===== src/rtl/circle_pair_collision_unit_defines.svh =====
// ----------------------------------------------------------------------------
// circle_pair_collision_unit_defines
// Assertion macros for the pair collision unit.
// ----------------------------------------------------------------------------
`ifndef CIRCLE_PAIR_COLLISION_UNIT_DEFINES_SVH
`define CIRCLE_PAIR_COLLISION_UNIT_DEFINES_SVH
// implication checked every clock outside reset
`define CPC_ASSERT_IMP(label, ante, cons) \
    label: assert property (@(posedge clk) disable iff (!rst_n) (ante) |-> (cons)) \
        else $error("cpc check failed");
// next-cycle implication
`define CPC_ASSERT_NEXT(label, ante, cons) \
    label: assert property (@(posedge clk) disable iff (!rst_n) (ante) |=> (cons)) \
        else $error("cpc check failed");
`endif


===== src/rtl/cpc_pkg.sv =====
// ----------------------------------------------------------------------------
// cpc_pkg
// Widths and constants shared by the circle pair collision unit.
// ----------------------------------------------------------------------------
package cpc_pkg;
    localparam int COORD_INT_BITS_DEF = 12;
    localparam int FRAC_BITS_DEF      = 8;
    localparam int RAD_W              = 16;
    localparam int VEL_W              = 15;
    localparam int REST_W             = 9;
    localparam int NORM_FRAC          = 16;
    localparam int LIM_W              = 18;
    localparam int D2_W               = 36;
    localparam int DIST_W             = 18;
    localparam logic [REST_W-1:0] REST_RESET = 9'd205;
endpackage


===== src/rtl/cpc_sqrt_stage.sv =====
// ----------------------------------------------------------------------------
// cpc_sqrt_stage
// One registered step of a restoring integer square root, two result bits.
// ----------------------------------------------------------------------------
module cpc_sqrt_stage #(
    parameter int STEP = 0
) (
    input  logic                        clk,
    input  logic                        en,
    input  logic [cpc_pkg::D2_W-1:0]    rem_in,
    input  logic [cpc_pkg::DIST_W-1:0]  root_in,
    output logic [cpc_pkg::D2_W-1:0]    rem_out,
    output logic [cpc_pkg::DIST_W-1:0]  root_out
);
    import cpc_pkg::*;

    localparam int SH0 = 2 * (DIST_W - 1 - 2 * STEP);
    localparam int SH1 = SH0 - 2;

    logic [D2_W-1:0]   rem_reg, rem_next;
    logic [DIST_W-1:0] root_reg, root_next;

    always_comb
    begin
        logic [D2_W+1:0] trial;
        logic [D2_W-1:0] r;
        logic [DIST_W-1:0] q;
        r = rem_in;
        q = root_in;
        trial = ({2'b00, q, 2'b01} << SH0);
        if ({2'b00, r} >= trial)
        begin
            r = r - trial[D2_W-1:0];
            q = {q[DIST_W-2:0], 1'b1};
        end
        else
        begin
            q = {q[DIST_W-2:0], 1'b0};
        end
        trial = ({2'b00, q, 2'b01} << SH1);
        if ({2'b00, r} >= trial)
        begin
            r = r - trial[D2_W-1:0];
            q = {q[DIST_W-2:0], 1'b1};
        end
        else
        begin
            q = {q[DIST_W-2:0], 1'b0};
        end
        rem_next  = r;
        root_next = q;
    end

    always_ff @(posedge clk)
    begin
        if (en)
        begin
            rem_reg  <= rem_next;
            root_reg <= root_next;
        end
    end

    assign rem_out  = rem_reg;
    assign root_out = root_reg;
endmodule


===== config.mk =====
export PLATFORM = sky130hd
export DESIGN_NAME = cpc_sqrt_stage
export DESIGN_NICKNAME = d
export VERILOG_FILES = /design/src/rtl/circle_pair_collision_unit_defines.svh /design/src/rtl/cpc_pkg.sv /design/src/rtl/cpc_sqrt_stage.sv
export SDC_FILE = /design/constraint.sdc
export NUM_CORES = 1
export LEC_CHECK = 0
export ABC_AREA = 1
export BUFFER_PORTS_ARGS = -buffer_cell sky130_fd_sc_hd__buf_2
export CELL_PAD_IN_SITES_DETAIL_PLACEMENT = 0
export CELL_PAD_IN_SITES_GLOBAL_PLACEMENT = 2
export CORE_ASPECT_RATIO = 1.4
export CORE_UTILIZATION = 31
export CTS_BUF_LIST = sky130_fd_sc_hd__clkbuf_8
export DETAILED_ROUTE_END_ITERATION = 12
export GPL_ROUTABILITY_DRIVEN = 0
export GPL_TIMING_DRIVEN = 1
export PLACE_DENSITY_LB_ADDON = 0.1
export SETUP_SLACK_MARGIN = 0.1
export SLEW_MARGIN = 25
export SYNTH_ARGS = -nofsm -noshare
export SYNTH_HDL_FRONTEND = slang
export SYNTH_SLANG_ARGS = --single-unit

===== constraint.sdc =====
create_clock -name clk -period 5.25 [get_ports clk]
set_clock_uncertainty 0.05 [all_clocks]
set_input_delay 0 -clock clk [delete_from_list [all_inputs] [get_ports clk]]
set_output_delay 0 -clock clk [all_outputs]
set_load 0.005 [all_outputs]

==> flow_metrics.env <==
export IMPL_outcome="finished, final reports clean"
export IMPL_timing_max_slew_rel_slack=0.5466
export IMPL_drt_wirelength_per_cell_um=12.29
export IMPL_placeableCoreArea_sq_um=6613
export IMPL_ant_nets=0
export IMPL_ir_worst_vdd_mv=0.1175
export IMPL_via_count_of_the_first_global_routing_pass=1669
export IMPL_postLayoutSetupSlackWorst_ns=2.616
export IMPL_cts_num_sinks=54
export IMPL_hold_fails_final_rpt=0
export IMPL_final_fill_count=600
export IMPL_antenna_found_initial=0
export IMPL_drt_pass1_iterations=4
export IMPL_num_antenna_cells=0
export IMPL_grt_use_total=0.1405
export IMPL_detailedPlace_worstSlack_ns=2.810
export IMPL_synth_cell_types=16
export IMPL_area_delta_synth_final_pct=58.58
export IMPL_clock_tree_from_tritoncts="yes"
export IMPL_post_dr_vias_cell=4.085
export IMPL_synth_seq_cells=54
export IMPL_power_density_nw_per_um2=263.1
export IMPL_clock_fmax_mhz=379.7
export IMPL_clock_root_buffer="sky130_fd_sc_hd__clkbuf_8"
export IMPL_share_of_the_clock_period_used_by_the_worst_path=0.5016
export IMPL_routed_via_count=1634
export IMPL_hold_path_class="in2reg"
export IMPL_synth_largest_type_area_fraction=0.7646
export IMPL_finalWorstPathRequiredPeriod_ns=2.634
export IMPL_yosys_top_cells_area="sky130_fd_sc_hd__edfxtp_1 (76%), sky130_fd_sc_hd__ha_1 (4.1%), sky130_fd_sc_hd__nand2_1 (3.9%)"
export IMPL_grt_setup_unrepaired="no"
export IMPL_nets=370
export IMPL_floorplan_die_area_sq_um=7181
export IMPL_maximum_capacitance_violations=0
export IMPL_syn_area_sq_um=2121
export IMPL_timing_critical_path_fanout_max=5
export IMPL_global_route_overflow_total=0
export IMPL_layout_drive_gt1_share=0.4123
export IMPL_cts_buffers=5
export IMPL_mostFrequentLayoutCell="sky130_fd_sc_hd__buf_2"
export IMPL_placement_io_buffers=107
export IMPL_commonest_non_fill_non_tap_cells_in_the_layout="sky130_fd_sc_hd__buf_2 (106), sky130_fd_sc_hd__edfxtp_1 (54), sky130_fd_sc_hd__dlygate4sd3_1 (50)"
export IMPL_grt_start_max_net_pins=55
export IMPL_die_width_um=71.91
export IMPL_finalSetupViolations=0
export IMPL_estimated_wirelength_of_the_detail_placed_design_um=3390
export IMPL_setup_worst_path_start_class="input pin"
export IMPL_worst_slew_pin_transition_ns=0.6801
export IMPL_crit_type="in2reg"
export IMPL_leakage_uw=0.001487
export IMPL_initial_core_util=0.3207
export IMPL_yosys_warnings=0
export IMPL_die_y_um=99.87
export IMPL_slew_viol_final=0
export IMPL_arrival_ns=2.65
export IMPL_syn_avg_cell_area_sq_um=14.83
export IMPL_wire_length_of_the_first_global_routing_pass_um=7555
export IMPL_clock_tree_htree_level_count=2
export IMPL_crit_path_end_kind="flop"
export IMPL_post_synth_inst_count=143
export IMPL_cp_data_required_time_ns=5.27
export IMPL_synth_seq_area_share=0.7646
export IMPL_wirelength_um=4914
export IMPL_final_setup_tns_ns=0
export IMPL_synth_area_leader_cell="sky130_fd_sc_hd__edfxtp_1"
export IMPL_synth_nets=206
export IMPL_final_cells=400
export IMPL_io_pins=110
export IMPL_path_clk_slew_ns=0.09
export IMPL_placedCellCount=342
export IMPL_cts_max_path_buffers=2
export IMPL_detail_route_drc_violations=0
export IMPL_cts_post_setup_buffers_inserted=0
export IMPL_fp_row_count=35
export IMPL_drt_iter0_markers=76
registers in the layout, summed over array words and instances (netlist names):
| signal | cells |
|---|---|
| rem_out | 36 |
| root_out | 18 |
metrics by stage:
step	hold WS, ns	area (sq um)	utilization	power, uW
2_1_floorplan	0.04887	2121	-	569.1
3_3_place_gp	0.1264	2771	0.4191	639.0
3_5_place_dp	0.1284	2774	0.4195	640.4
4_1_cts	0.07347	3363	0.5086	893.4
5_1_grt	0.08963	3363	0.5086	927.9
6_report	0.06975	3363	0.5086	884.9
cell type report:
type                       count  area, sq um  area share
sequential                    54         1622      0.4821
timing repair buffer         157         1039      0.3088
multi-input combinational     76        450.4      0.1339
tap                           92        115.1     0.03423
clock buffer                   5        68.82     0.02046
inverter                      13        48.80     0.01451
clock inverter                 3        20.02    0.005952
synthesized netlist by cell type (all sizes together):
cell type	count
o21ai	1
nor2	23
nand3	13
nor3	1
inv	13
nand4	2
a21oi	2
nand2	27
ha	7
edfxtp	54
layer usage:
metal	track usage	up-vias	wire length, um
met5	0	-	0
met4	0.05430	0	57
met3	0.03414	5	241
met2	0.2649	58	2737
met1	0.1474	746	1878
li1	-	825	-
critical path, cell delays in order:
cell                            delay, ns
sky130_fd_sc_hd__dlygate4sd3_1       0.53
sky130_fd_sc_hd__buf_2               0.13
sky130_fd_sc_hd__inv_1               0.11
sky130_fd_sc_hd__ha_1                0.16
sky130_fd_sc_hd__nand2_1             0.06
sky130_fd_sc_hd__inv_1               0.05
sky130_fd_sc_hd__nand3_1             0.06
sky130_fd_sc_hd__nor2_1              0.11
sky130_fd_sc_hd__nand4_2             0.14
sky130_fd_sc_hd__nand2_4             0.13
sky130_fd_sc_hd__inv_1               0.10
sky130_fd_sc_hd__nand2_2             0.09
sky130_fd_sc_hd__o21ai_4             0.06
sky130_fd_sc_hd__ha_1                0.31
sky130_fd_sc_hd__inv_1               0.07
sky130_fd_sc_hd__a21oi_1             0.15
sky130_fd_sc_hd__nand3_2             0.10
sky130_fd_sc_hd__nand2_4             0.10
sky130_fd_sc_hd__nand2_4             0.07
sky130_fd_sc_hd__nand2_1             0.07
sky130_fd_sc_hd__nand2_1             0.05
repair_timing:
item                      4_1_cts  5_1_grt
hold buffers                   50        0
hold endpoints to repair       50        0
resized for setup               0        0
kinds of logic after synthesis:
family / synth area share
adder cells (fa/ha/maj): 0.04130
flip-flops: 0.7646
buffers and inverters: 0.02301
AND/OR/NAND/NOR: 0.1587
AO/OA/AOI/OAI: 0.01239
worst paths after layout:
kind  startpoint     endpoint  depth (start not counted)
min   rem_in[35]  rem_out[35]                          5
max   rem_in[32]  rem_out[35]                         21
power breakdown:
part | internal [uW] | leakage [uW] | switching (uW) | total (uW)
registers | 513 | 0.000528 | 7.09 | 521
clock network | 94.1 | 0.0000422 | 133 | 227
logic | 73.4 | 0.000916 | 64.4 | 138
(Power assumes the default switching activity.)
