File: src/rtl/circle_pair_collision_unit_defines.svh
// ----------------------------------------------------------------------------
// circle_pair_collision_unit_defines
// Assertion macros for the pair collision unit.
// ----------------------------------------------------------------------------
`ifndef CIRCLE_PAIR_COLLISION_UNIT_DEFINES_SVH
`define CIRCLE_PAIR_COLLISION_UNIT_DEFINES_SVH
// implication checked every clock outside reset
`define CPC_ASSERT_IMP(label, ante, cons) \
    label: assert property (@(posedge clk) disable iff (!rst_n) (ante) |-> (cons)) \
        else $error("cpc check failed");
// next-cycle implication
`define CPC_ASSERT_NEXT(label, ante, cons) \
    label: assert property (@(posedge clk) disable iff (!rst_n) (ante) |=> (cons)) \
        else $error("cpc check failed");
`endif

File: src/rtl/cpc_div_stage.sv
// ----------------------------------------------------------------------------
// cpc_div_stage
// One registered step of a restoring divider, two quotient bits.
// ----------------------------------------------------------------------------
module cpc_div_stage #(
    parameter int NUM_W = 34,
    parameter int DEN_W = 18
) (
    input  logic             clk,
    input  logic             en,
    input  logic [NUM_W-1:0] num_in,
    input  logic [DEN_W:0]   rem_in,
    input  logic [DEN_W-1:0] den,
    output logic [NUM_W-1:0] num_out,
    output logic [DEN_W:0]   rem_out
);
    logic [NUM_W-1:0] num_reg, num_next;
    logic [DEN_W:0]   rem_reg, rem_next;

    always_comb
    begin
        logic [DEN_W:0]   r;
        logic [NUM_W-1:0] n;
        r = rem_in;
        n = num_in;
        for (int i = 0; i < 2; i++)
        begin
            r = {r[DEN_W-1:0], n[NUM_W-1]};
            n = {n[NUM_W-2:0], 1'b0};
            if (r >= {1'b0, den})
            begin
                r = r - {1'b0, den};
                n[0] = 1'b1;
            end
        end
        num_next = n;
        rem_next = r;
    end

    always_ff @(posedge clk)
    begin
        if (en)
        begin
            num_reg <= num_next;
            rem_reg <= rem_next;
        end
    end

    assign num_out = num_reg;
    assign rem_out = rem_reg;
endmodule

File: config.mk
export PLATFORM = sky130hd
export DESIGN_NAME = cpc_div_stage
export DESIGN_NICKNAME = d
export VERILOG_FILES = /design/src/rtl/circle_pair_collision_unit_defines.svh /design/src/rtl/cpc_div_stage.sv
export SDC_FILE = /design/constraint.sdc
export NUM_CORES = 1
export LEC_CHECK = 0
export ABC_AREA = 1
export BUFFER_PORTS_ARGS = -buffer_cell sky130_fd_sc_hd__buf_2
export CAP_MARGIN = 0
export CORE_MARGIN = 1.5
export CORE_UTILIZATION = 48
export DETAILED_ROUTE_END_ITERATION = 7
export PLACE_DENSITY_LB_ADDON = 0.05
export SLEW_MARGIN = 20
export SYNTH_ARGS = -nofsm -noshare
export SYNTH_HDL_FRONTEND = slang
export SYNTH_SLANG_ARGS = --single-unit
File: constraint.sdc
create_clock -name clk -period 3 [get_ports clk]
set_input_delay 0.15 -clock clk [delete_from_list [all_inputs] [get_ports clk]]
set_output_delay 0.15 -clock clk [all_outputs]
set_load 0.02 [all_outputs]
==> results of run 1 <==
state kept, by name, summed over array words and instances (netlist names):
register,cells
rem_out,19
num_out,34
critical path, delay by kind of cell:
family | cells | cell delay (ns)
and+or+nand+nor | 14 | 1.61
buffers and inverters | 6 | 0.65
adders and majority gates | 2 | 0.62
AOI/OAI and AO/OA | 1 | 0.08
cells in the final DEF, fill, tap and decap left out, types with 5 or more instances in the layout:
master / n
sky130_fd_sc_hd__a21oi_1: 19
sky130_fd_sc_hd__a21oi_2: 9
sky130_fd_sc_hd__buf_2: 122
sky130_fd_sc_hd__buf_4: 159
sky130_fd_sc_hd__clkbuf_8: 5
sky130_fd_sc_hd__edfxtp_1: 53
sky130_fd_sc_hd__ha_4: 33
sky130_fd_sc_hd__inv_1: 60
sky130_fd_sc_hd__inv_2: 23
sky130_fd_sc_hd__nand2_1: 172
sky130_fd_sc_hd__nand2_2: 51
sky130_fd_sc_hd__nand3_1: 32
sky130_fd_sc_hd__nand3_2: 14
sky130_fd_sc_hd__nand3b_1: 5
sky130_fd_sc_hd__nand4_1: 6
sky130_fd_sc_hd__nor2_1: 26
sky130_fd_sc_hd__nor2_2: 9
sky130_fd_sc_hd__nor3_1: 8
sky130_fd_sc_hd__o21ai_0: 7
sky130_fd_sc_hd__or2_2: 6
sky130_fd_sc_hd__xnor2_1: 6
sky130_fd_sc_hd__xor2_1: 11
logic make-up (layout without fill, tap and decap cells):
kind of cell,count (synthesis),after routing,synth area share
fa+ha+maj,38,38,0.111
flops,53,53,0.361
simple gates,341,344,0.334
buf+inv,96,390,0.0932
compound gates,52,52,0.0665
xor+xnor,17,17,0.0338
worst max-delay path by stage:
| stage | to | slack, ns | depth (start not counted) |
|---|---|---|---|
| after floorplan | rem_out[14]$_DFFE_PP_ | -0.03 | 29 |
| after global placement | rem_out[15]$_DFFE_PP_ | -0.45 | 23 |
| after detailed placement | rem_out[18]$_DFFE_PP_ | -0.49 | 24 |
| after CTS | rem_out[15]$_DFFE_PP_ | -0.01 | 24 |
| after global routing | rem_out[3]$_DFFE_PP_ | -0.27 | 24 |
| final | rem_out[1]$_DFFE_PP_ | -0.08 | 23 |
where the power goes:
part           switching (mW)  internal [mW]  leakage, nW
clock network           0.212          0.161       0.0455
logic                    1.15           1.00         3.10
registers              0.0239          0.970        0.518
total                    1.39           2.13         3.67
metal layers:
metal  GRT usage  vias up
met4       0.112        0
li1            -     2537
met2       0.532      214
met1       0.307     2401
met5           0        -
met3      0.0333       41
stage by stage:
stage / instance area, um2 / hold WS, ns / std cells
after floorplan: 4840 / 0.249 / 597
after global placement: 6640 / 0.328 / 967
after detailed placement: 6640 / 0.328 / 967
after CTS: 6840 / 0.0128 / 982
after global routing: 7390 / 0.00581 / 1002
final: 7390 / 0.0198 / 1002
layout make-up:
cell class              count  area, um2
clock buffers               5       68.8
clock inverters             3       17.5
fillers                   545       1420
inverters                  89        364
multi-input cells         451       3190
flip-flops and latches     53       1590
well taps                 108        135
repair buffers            293       2020
timing repair:
item,CTS,global route
setup endpoints to repair,20,20
pin swaps,8,47
gates resized for setup,19,97
gates cloned,2,6
buffers inserted,5,14
==> results.txt, run 1 <==
* Total power draw: 3.52 mW
* Post-Synthesis Cell Area: 4400 um2
* Mapped Avg Cell Area: 7.38 um2
- The total overflow left after global routing is 0.
* Length of the first detailed-routing pass in iterations: 7
- Min cycle time layout: 3.08 ns
- In the final layout, the share of cells above drive strength 1 is 0.531.
- In the final design database the tool counted 1004 nets.
* Count of mapped cells out of synthesis: 597
- Critical setup path kind: input pin to flop
- The hold violation total from the final report came to 0.
- Entering global routing, the biggest net connects between 50 and 60 pins.
* Setup TNS after final layout: -1.07 ns
- Flip-flop cell with the highest count after synthesis: sky130_fd_sc_hd__edfxtp_1
- For this run, design rule violations remaining after detail routing come to 18.
- Vias: 5193
- Setup violations remaining at the end of the flow were counted as 18.
- Row count: 34
- In this run, synthesis produced a sequential element count of 53.
* Number of antenna violations at the first check in global routing: 0
- GP Congestion: between 0.8 and 0.9
- End point of the worst hold path: num_out[4]$_DFFE_PP_
- The share of the Yosys chip area taken by registers is 0.361.
- The worst pin sits at a relative slew slack of 0.285.
- Along the worst hold path, the cell count comes to 1.
* Worst min-delay path startpoint: num_in[2]
- Fraction of synthesis flops using an asynchronous set or reset pin: 0
- Number of H-tree branching levels: 2
- Die Y-Extent: 98.8 um
- HPWL after DPL: 11.3 mm
* Yosys cell types: 37
- CP Max Fanout: 7
- Met1 Wirelength: 5.71 mm
- Starting Density: 0.500
* Leakage component of the power: 3.67 nW
* Power per cell area: 476 nW/um2
* Die ar.: 9760 um2
- Number of vias per cell: 5.18
- Worst IR Drop VDD: 0.000262 V
- The most common cell in the synthesized netlist is sky130_fd_sc_hd__nand2_1.
- The core region is roughly 8800 um2.
* Number of DRC violations after detailed-routing iteration 0: 206
- In this run the top signal layer used is met4.
- Number of nets with antenna violations after detailed routing: 0
* Area added between synthesis and finish: 67.9%
- CP Launch Type: input pin
- Number of hold-repair buffers added at the cts stage: 0
* Met3 WL: slightly below 900 um
- Based on the critical path, the design can be clocked at up to around 320 MHz.
- In this run, CTS created clock tree buffers numbering 5.
* Startpoint of the worst setup timing path: den[2]
- Count of flip-flops with a built-in enable after synthesis: 53
- Walking the worst path, the cells encountered are buf_6 > clkinvlp_4 > ha_4 > nand2_2 > nor2_2 > nand2_2 > nand3b_1 > nand4_4 > inv_6 > buf_12 > nand2_1 > nand2_1 > ha_4 > nand2_1 > nor2_1 > nand4_1 > nor2_1 > a21oi_2 > nand2_4 > clkinv_8 > clkbuf_16 > nand3_1 > nand2_1.
- At the pin with the least slew margin, the transition time is 1.07 ns.
- Most used standard cells in the synthesized netlist: sky130_fd_sc_hd__nand2_1 (224), sky130_fd_sc_hd__inv_1 (81), sky130_fd_sc_hd__edfxtp_1 (53), sky130_fd_sc_hd__nand3_1 (41), sky130_fd_sc_hd__nor2_1 (37)
* Area contributors post-synth: sky130_fd_sc_hd__edfxtp_1 (36%), sky130_fd_sc_hd__nand2_1 (19%), sky130_fd_sc_hd__ha_1 (10%), sky130_fd_sc_hd__inv_1 (6.9%), sky130_fd_sc_hd__nand3_1 (4.7%)
- Number of nets produced by synthesis: approximately 710
- STA classifies the critical path endpoint as a flop.
* WL per Instance: about 15 um
- Wire length of the first global-routing pass: 21.7 mm
- Overall die width: 98.8 um
- For this run, the share of the core covered by cells in the final layout is 0.839.
- Max_cap viols: 0
- The number of antenna diodes in the final layout is 0.
* Synth top area share: 0.361
- The number of pins exceeding their max-slew limit in the final report came to 0.
* Via count of the first global-routing pass: 4881
- The routed design has 14.8 mm of wire.
- By instance count, the cell type seen most on the critical path is sky130_fd_sc_hd__nand2_1.
- Share of the clock period used by the worst path: 1.03
* Outcome: complete, but fails checks
- The biggest area contributor in the post-synthesis netlist is sky130_fd_sc_hd__edfxtp_1.
* Worst path arrival time: around 3.1 ns
- WP data required: 3.06 ns
- 126 I/O pins were placed.
- Worst slack after detailed placement: -0.485 ns
- During synthesis, Yosys emitted a total of 0 warnings.
- Count of input and output buffers: 124
- In the global route stage, overall resource usage came out at 0.277.
* Setup repair after global routing missed its margin: true
- Num Clock Sinks: 53
- After layout, the worst setup slack is -0.0800 ns.
- The checks that failed: design-rule violations, negative setup slack.
- The clock passes through at most 2 buffers.
- Met2 wire length: 7.71 mm
* Largest stage delay on the critical path: 0.32 ns
* Path type of the worst min-delay path: input pin to flop
- Root Driver: sky130_fd_sc_hd__clkbuf_8
- The slowest stage of the critical path is the sky130_fd_sc_hd__ha_4 cell.
- Clock-pin slew was measured on the worst setup and hold paths at roughly 0.090 ns.
* CTS tree: built
Power figures use the tool's default switching activity.
==> run 2, diff against run 1 <==
--- a/config.mk
+++ b/config.mk
@@ -11,7 +11,7 @@
 export CORE_MARGIN = 1.5
 export CORE_UTILIZATION = 48
 export DETAILED_ROUTE_END_ITERATION = 7
-export PLACE_DENSITY_LB_ADDON = 0.05
+export PLACE_DENSITY = 0.76
 export SLEW_MARGIN = 20
 export SYNTH_ARGS = -nofsm -noshare
 export SYNTH_HDL_FRONTEND = slang
==> results.txt, run 2 (synthesized netlist as in run 1, its figures left out) <==
- Vias: roughly 5400
* Row count: 34
- For this run, the top clock speed supported by timing is between 300 and 400 MHz.
- Worst path slowest cell: sky130_fd_sc_hd__ha_4
* Placeable core region: 8810 um2
- WL per Instance: 16.1 um
* Bufs on Longest Clock Path: 2
- HPWL after DPL: 11.7 mm
- Via count of the first global-routing pass: about 5000
* Largest stage delay on the critical path: 0.30 ns
- Critical setup path kind: input pin to flop
- By instance count, the cell type seen most on the critical path is sky130_fd_sc_hd__nand2_1.
- After detailed routing, the number of vias per cell comes to 5.29.
- After routing the design area is 7490 um2.
* Flip-flop count of the largest register, all copies and words added: 34
- In this run the worst hold path is classified as input pin to flop.
* WP data required: 3.04 ns
* CP Launch Type: input pin
- Post-layout worst setup margin: -0.217 ns
* TritonCTS buffer count: 5
- CTS built an H-tree with a depth of 2.
- Die ar.: 9760 um2
* Number of diodes added for antenna fixing: 0
* Outcome: complete, but fails checks
* Slew at the pin with the worst max-slew slack: 0.609 ns
- Number of setup violations in the final report: 18
* Final WL: 16.3 mm
- Violations in the final reports: design-rule violations, negative setup slack
- The number of pins exceeding their max-slew limit in the final report came to 0.
- Leakage component of the power: 3.73 nW
* WHS Path Cells: 1
* Total congestion overflow: 0
- Starting Density: 0.500
- Layout Nets: roughly 1000
- Highest-count cells in the layout ignoring fill and taps: sky130_fd_sc_hd__nand2_1 (177), sky130_fd_sc_hd__buf_4 (176), sky130_fd_sc_hd__buf_2 (121), sky130_fd_sc_hd__inv_1 (68), sky130_fd_sc_hd__edfxtp_1 (53)
- TritonCTS built the clock tree.
* GP Congestion: 0.989
* Most common library cell in the layout ignoring fill and taps: sky130_fd_sc_hd__nand2_1
- Number of antenna violations at the first check in global routing: 0
- Across all hold checks on the routed design, the worst slack comes to 0.0294 ns.
* FF+latch area: 1590 um2
* Share of cells above drive strength 1: 0.539
- Headroom to the max-slew limit came out at 0.594.
- Min cycle time layout: between 3 and 4 ns
- Traced cell by cell, the critical path runs through buf_2 > clkinvlp_4 > ha_4 > nand2_1 > nor2_1 > nand2_1 > nand3b_1 > nand4_4 > inv_4 > buf_12 > nand2_1 > nand2_2 > ha_4 > buf_4 > nand2_1 > nor2_1 > nand4_1 > nor2_1 > a21oi_1 > nand2_2 > clkinv_4 > buf_12 > nand3_1 > nand2_1.
- # fillers: just over 500
- From left edge to right edge, the die measures 98.8 um.
* Crit-path leading delay family: simple AND/OR/NAND/NOR gates
- The tree is rooted in a sky130_fd_sc_hd__clkbuf_8.
- Worst IR Drop VDD: 0.000230 V
* Count of input and output buffers: ~120
* Setup repair after global routing missed its margin: true
- Across every metal layer, demand over resource in global routing totals 0.295.
* Worst path arrival time: approximately 3.3 ns
- Buffer and inverter count on the worst path: 7
- Length of the first detailed-routing pass in iterations: 8
* Wire length of the first global-routing pass: roughly 23 mm
- Crit path depth: 24
- CP Max Fanout: 9
- Clock transition at the registers of the reported paths: 0.09 ns
- # IOs: 126
* Max_cap viols: 0
- Power spread over the standard cell area amounts to 492 nW/um2.
- After detailed placement, the total cell area comes to 6630 um2.
- The worst setup path is captured at a flop.
- The count of nets left with antenna violations once routing finished came out at 0.
* Area of combinational cells with multiple inputs: 3240 um2
- Final Hold Vio Count: 0
- Number of DRC violations after detailed-routing iteration 0: 263
* Largest net degree at the start of global routing: 54
* Drc violations: 19
- In the finished design, the share of the clock period the worst path needs comes to 1.07.
- Relative to the synthesized area, the layout overhead comes to 70.1%.
- Num Clock Sinks: 53
* Die Y-Extent: 98.8 um
run 2: changes by cell type in the layout (fill, tap and decap cells not counted), sizes merged:
cell    before  now
buf        289  303
clkbuf       9    8
clkinv       4    2
bufinv       0    1
run 2: power by group:
group	internal [mW]	switching (mW)	leakage, nW
combinational	1.03	1.20	3.16
sequential	0.970	0.0276	0.518
clock	0.250	0.215	0.0554
run 2: metal layers:
metal	GRT usage	wire length (um)	up-vias	share of wire
met1	0.318	5970	2448	0.37
met4	0.149	918	0	0.056
met2	0.562	8490	274	0.52
met3	0.0369	954	80	0.058
li1	-	-	2559	-
met5	0	0	-	0
run 2: area by class of cell:
class | count | share of cell area
Clock buffer | 6 | 0.00969
Clock inverter | 2 | 0.00518
Inverter | 89 | 0.0473
Multi-Input combinational cell | 451 | 0.432
Sequential cell | 53 | 0.212
Tap cell | 108 | 0.0180
Timing Repair Buffer | 305 | 0.275
run 2: per-stage QoR:
stage	TNS [ns]	setup slack, ns	power (mW)	utilization	instances
floorplan	-0.293	-0.0338	2.08	-	597
global placement	-7.15	-0.393	2.81	0.753	968
detailed placement	-8.96	-0.488	2.86	0.753	968
CTS	-0.00239	-0.00239	3.38	0.787	988
global route	-4.85	-0.300	3.89	0.851	1014
finish	-2.76	-0.217	3.69	0.851	1014
run 2: final timing paths:
path	slack, ns	endpoint	start
hold / removal	0.03	num_out[21]$_DFFE_PP_	num_in[19]
setup / recovery	-0.22	rem_out[6]$_DFFE_PP_	den[2]
run 2: what timing repair did:
action	4_1_cts	5_1_grt
resized for setup	23	89
hold buffers	0	0
cloned	1	4
endpoints found under the setup margin	20	20
setup buffers	11	22
pin swaps	17	57
==> run 3, diff against run 2 <==
--- a/config.mk
+++ b/config.mk
@@ -8,8 +8,10 @@
 export ABC_AREA = 1
 export BUFFER_PORTS_ARGS = -buffer_cell sky130_fd_sc_hd__buf_2
 export CAP_MARGIN = 0
+export CELL_PAD_IN_SITES_DETAIL_PLACEMENT = 1
+export CELL_PAD_IN_SITES_GLOBAL_PLACEMENT = 1
 export CORE_MARGIN = 1.5
-export CORE_UTILIZATION = 48
+export CORE_UTILIZATION = 34
 export DETAILED_ROUTE_END_ITERATION = 7
 export PLACE_DENSITY = 0.76
 export SLEW_MARGIN = 20
==> results.txt, run 3 (synthesized netlist as in run 1, its figures left out) <==
- Outcome: complete, but fails checks
- Violations in the final reports: negative setup slack
* Path type of the worst min-delay path: input pin to flop
* Number of antenna violations at the first check in global routing: 0
* Post-layout instance count excluding filler cells: 1108
- The hold violation total from the final report was 0.
- For hold timing, the worst endpoint is num_out[2]$_DFFE_PP_.
- Number of hold-repair buffers added at the cts stage: 0
- By instance count, the cell type seen most on the critical path is sky130_fd_sc_hd__nand2_1.
- Row count: 41
- Overall die width: 117 um
- The largest single stage delay on the critical path is 0.35 ns.
- Utilization after layout: 0.671
* WP data required: about 3.1 ns
- # IOs: 126
* Starting Density: 0.349
- Timing-limited maximum frequency: about 280 MHz
- CP Max Fanout: 5
* Flip-flop count of the largest register, all copies and words added: 34
- The first detailed-routing pass took 5 iterations.
* Number of H-tree branching levels: 2
* TritonCTS buffer count: 5
* Final-layout worst hold slack: around 0.021 ns
* Power per cell area: 537 nW/um2
* WL per Instance: 25.5 um
- WHS Path Cells: 1
* Slew at the pin with the worst max-slew slack: 0.824 ns
* CTS tree: built
* Wire length of the first global-routing pass: 32.4 mm
* Vias: between 6000 and 7000
- The worst setup path is of the input pin to flop kind.
- Summed over all layers, the global routing overflow is 0.
- The routed design has 28.2 mm of wire.
- Worst path arrival time: 3.58 ns
- Drc violations: 0
- At the placement stage, the worst setup path has a slack of -0.618 ns.
- Number of setup violations in the final report: 20
- Clock-pin slew was measured on the worst setup and hold paths at 0.07 ns.
* Placeable core region: roughly 13000 um2
- HPWL after DPL: 14.5 mm
- The congestion estimate from routability-driven global placement came to ~0.9.
- STA classifies the critical path startpoint as an input pin.
* Area added between synthesis and finish: 92.2%
- Critical path capture point type: flop
* Share of cells above drive strength 1: 0.656
* Largest net degree at the start of global routing: 37
* Root Driver: sky130_fd_sc_hd__clkbuf_16
- The largest individual stage delay along the critical path comes from the cell sky130_fd_sc_hd__fa_2.
* Bufs on Longest Clock Path: 2
- Including well taps, the total number of placed cells is 1032.
- In this run the most critical hold path is launched from num_in[0].
* Worst slew margin relative to its limit: 0.451
* Min cycle time layout: 3.53 ns
- The number of pins exceeding their max-slew limit in the final report was 0.
- Share of the clock period used by the worst path: 1.18
- The repair_antennas step left the layout with diodes totalling 0.
* Highest-count cells in the layout ignoring fill and taps: sky130_fd_sc_hd__buf_4 (202), sky130_fd_sc_hd__buf_2 (117), sky130_fd_sc_hd__nand2_1 (116), sky130_fd_sc_hd__nand2_2 (80)
* Most common library cell in the layout ignoring fill and taps: sky130_fd_sc_hd__buf_4
- In the post-route analysis, the smallest setup slack over all paths is -0.526 ns.
- Total track usage: 0.314
- Layout Nets: 1047
* Number of vias per cell: 5.60
* Number of DRC violations after detailed-routing iteration 0: between 300 and 400
- The die covers 13600 um2.
- Leakage component of the power: 4.09 nW
- The tool flagged a number of max-cap violations equal to 0.
- The floorplan step set the die height to 117 um.
- Setup repair after global routing missed its margin: true
- Count of input and output buffers: 124
- Startpoint of the worst setup timing path: num_in[33]
- Number of nets with antenna violations after detailed routing: 0
- Via count of the first global-routing pass: 6144
- The clock drives 53 sinks.
- Worst IR Drop VDD: 0.000250 V
run 3: cell types whose count changed in the layout (fill, tap and decap cells not counted), sizes merged:
cell      delta
bufinv       -1
clkbuf       -2
clkinvlp     +1
buf         +32
run 3: worst max path at each step:
stage	cells after the start	slack [ns]	endpoint
5_1_grt	27	-0.63	rem_out[18]$_DFFE_PP_
2_1_floorplan	29	-0.03	rem_out[14]$_DFFE_PP_
6_report	27	-0.53	rem_out[18]$_DFFE_PP_
3_3_place_gp	23	-0.52	rem_out[18]$_DFFE_PP_
4_1_cts	23	-0.04	rem_out[4]$_DFFE_PP_
3_5_place_dp	23	-0.62	rem_out[18]$_DFFE_PP_
run 3: layout make-up:
cell class | count | area, um2
Tap cell | 172 | 215
Clock buffer | 5 | 125
Inverter | 89 | 382
Clock inverter | 2 | 11.3
Multi-Input combinational cell | 451 | 3740
Fill cell | 1505 | 4160
Sequential cell | 53 | 1590
Timing Repair Buffer | 336 | 2400
run 3: metrics by stage:
stage	instance area (um2)	total power, mW	setup TNS (ns)
2_1_floorplan	4840	2.08	-0.293
3_3_place_gp	6710	2.85	-9.92
3_5_place_dp	6710	2.95	-11.42
4_1_cts	7690	3.88	-0.373
5_1_grt	8460	4.67	-10.15
6_report	8460	4.54	-7.20
run 3: worst max-delay path: cells and delay by family:
family | cells | cell delay, ns
compound gates | 1 | 0.13
fa+ha+maj | 3 | 0.84
buf+inv | 8 | 0.87
simple gates | 15 | 1.56
run 3: per-layer routing:
metal  global-route usage  wire length [um]  up-vias
li1                     -                 -     2613
met1                0.334              9800     3014
met2                0.614             14400      411
met3               0.0340              1960      165
met4                0.149              2130        0
met5                    0                 0        -
run 3: report_power, final:
group / internal [mW] / leakage, nW / switching [mW] / total, mW
sequential: 0.972 / 0.518 / 0.0387 / 1.01
combinational: 1.27 / 3.50 / 1.70 / 2.97
clock: 0.302 / 0.0633 / 0.261 / 0.563
total: 2.55 / 4.09 / 2.00 / 4.54
run 3: timing repair:
item	4_1_cts	5_1_grt
gates resized for setup	124	153
endpoints found under the setup margin	20	20
cloned	7	1
buffers inserted	40	21
pin swaps	21	75
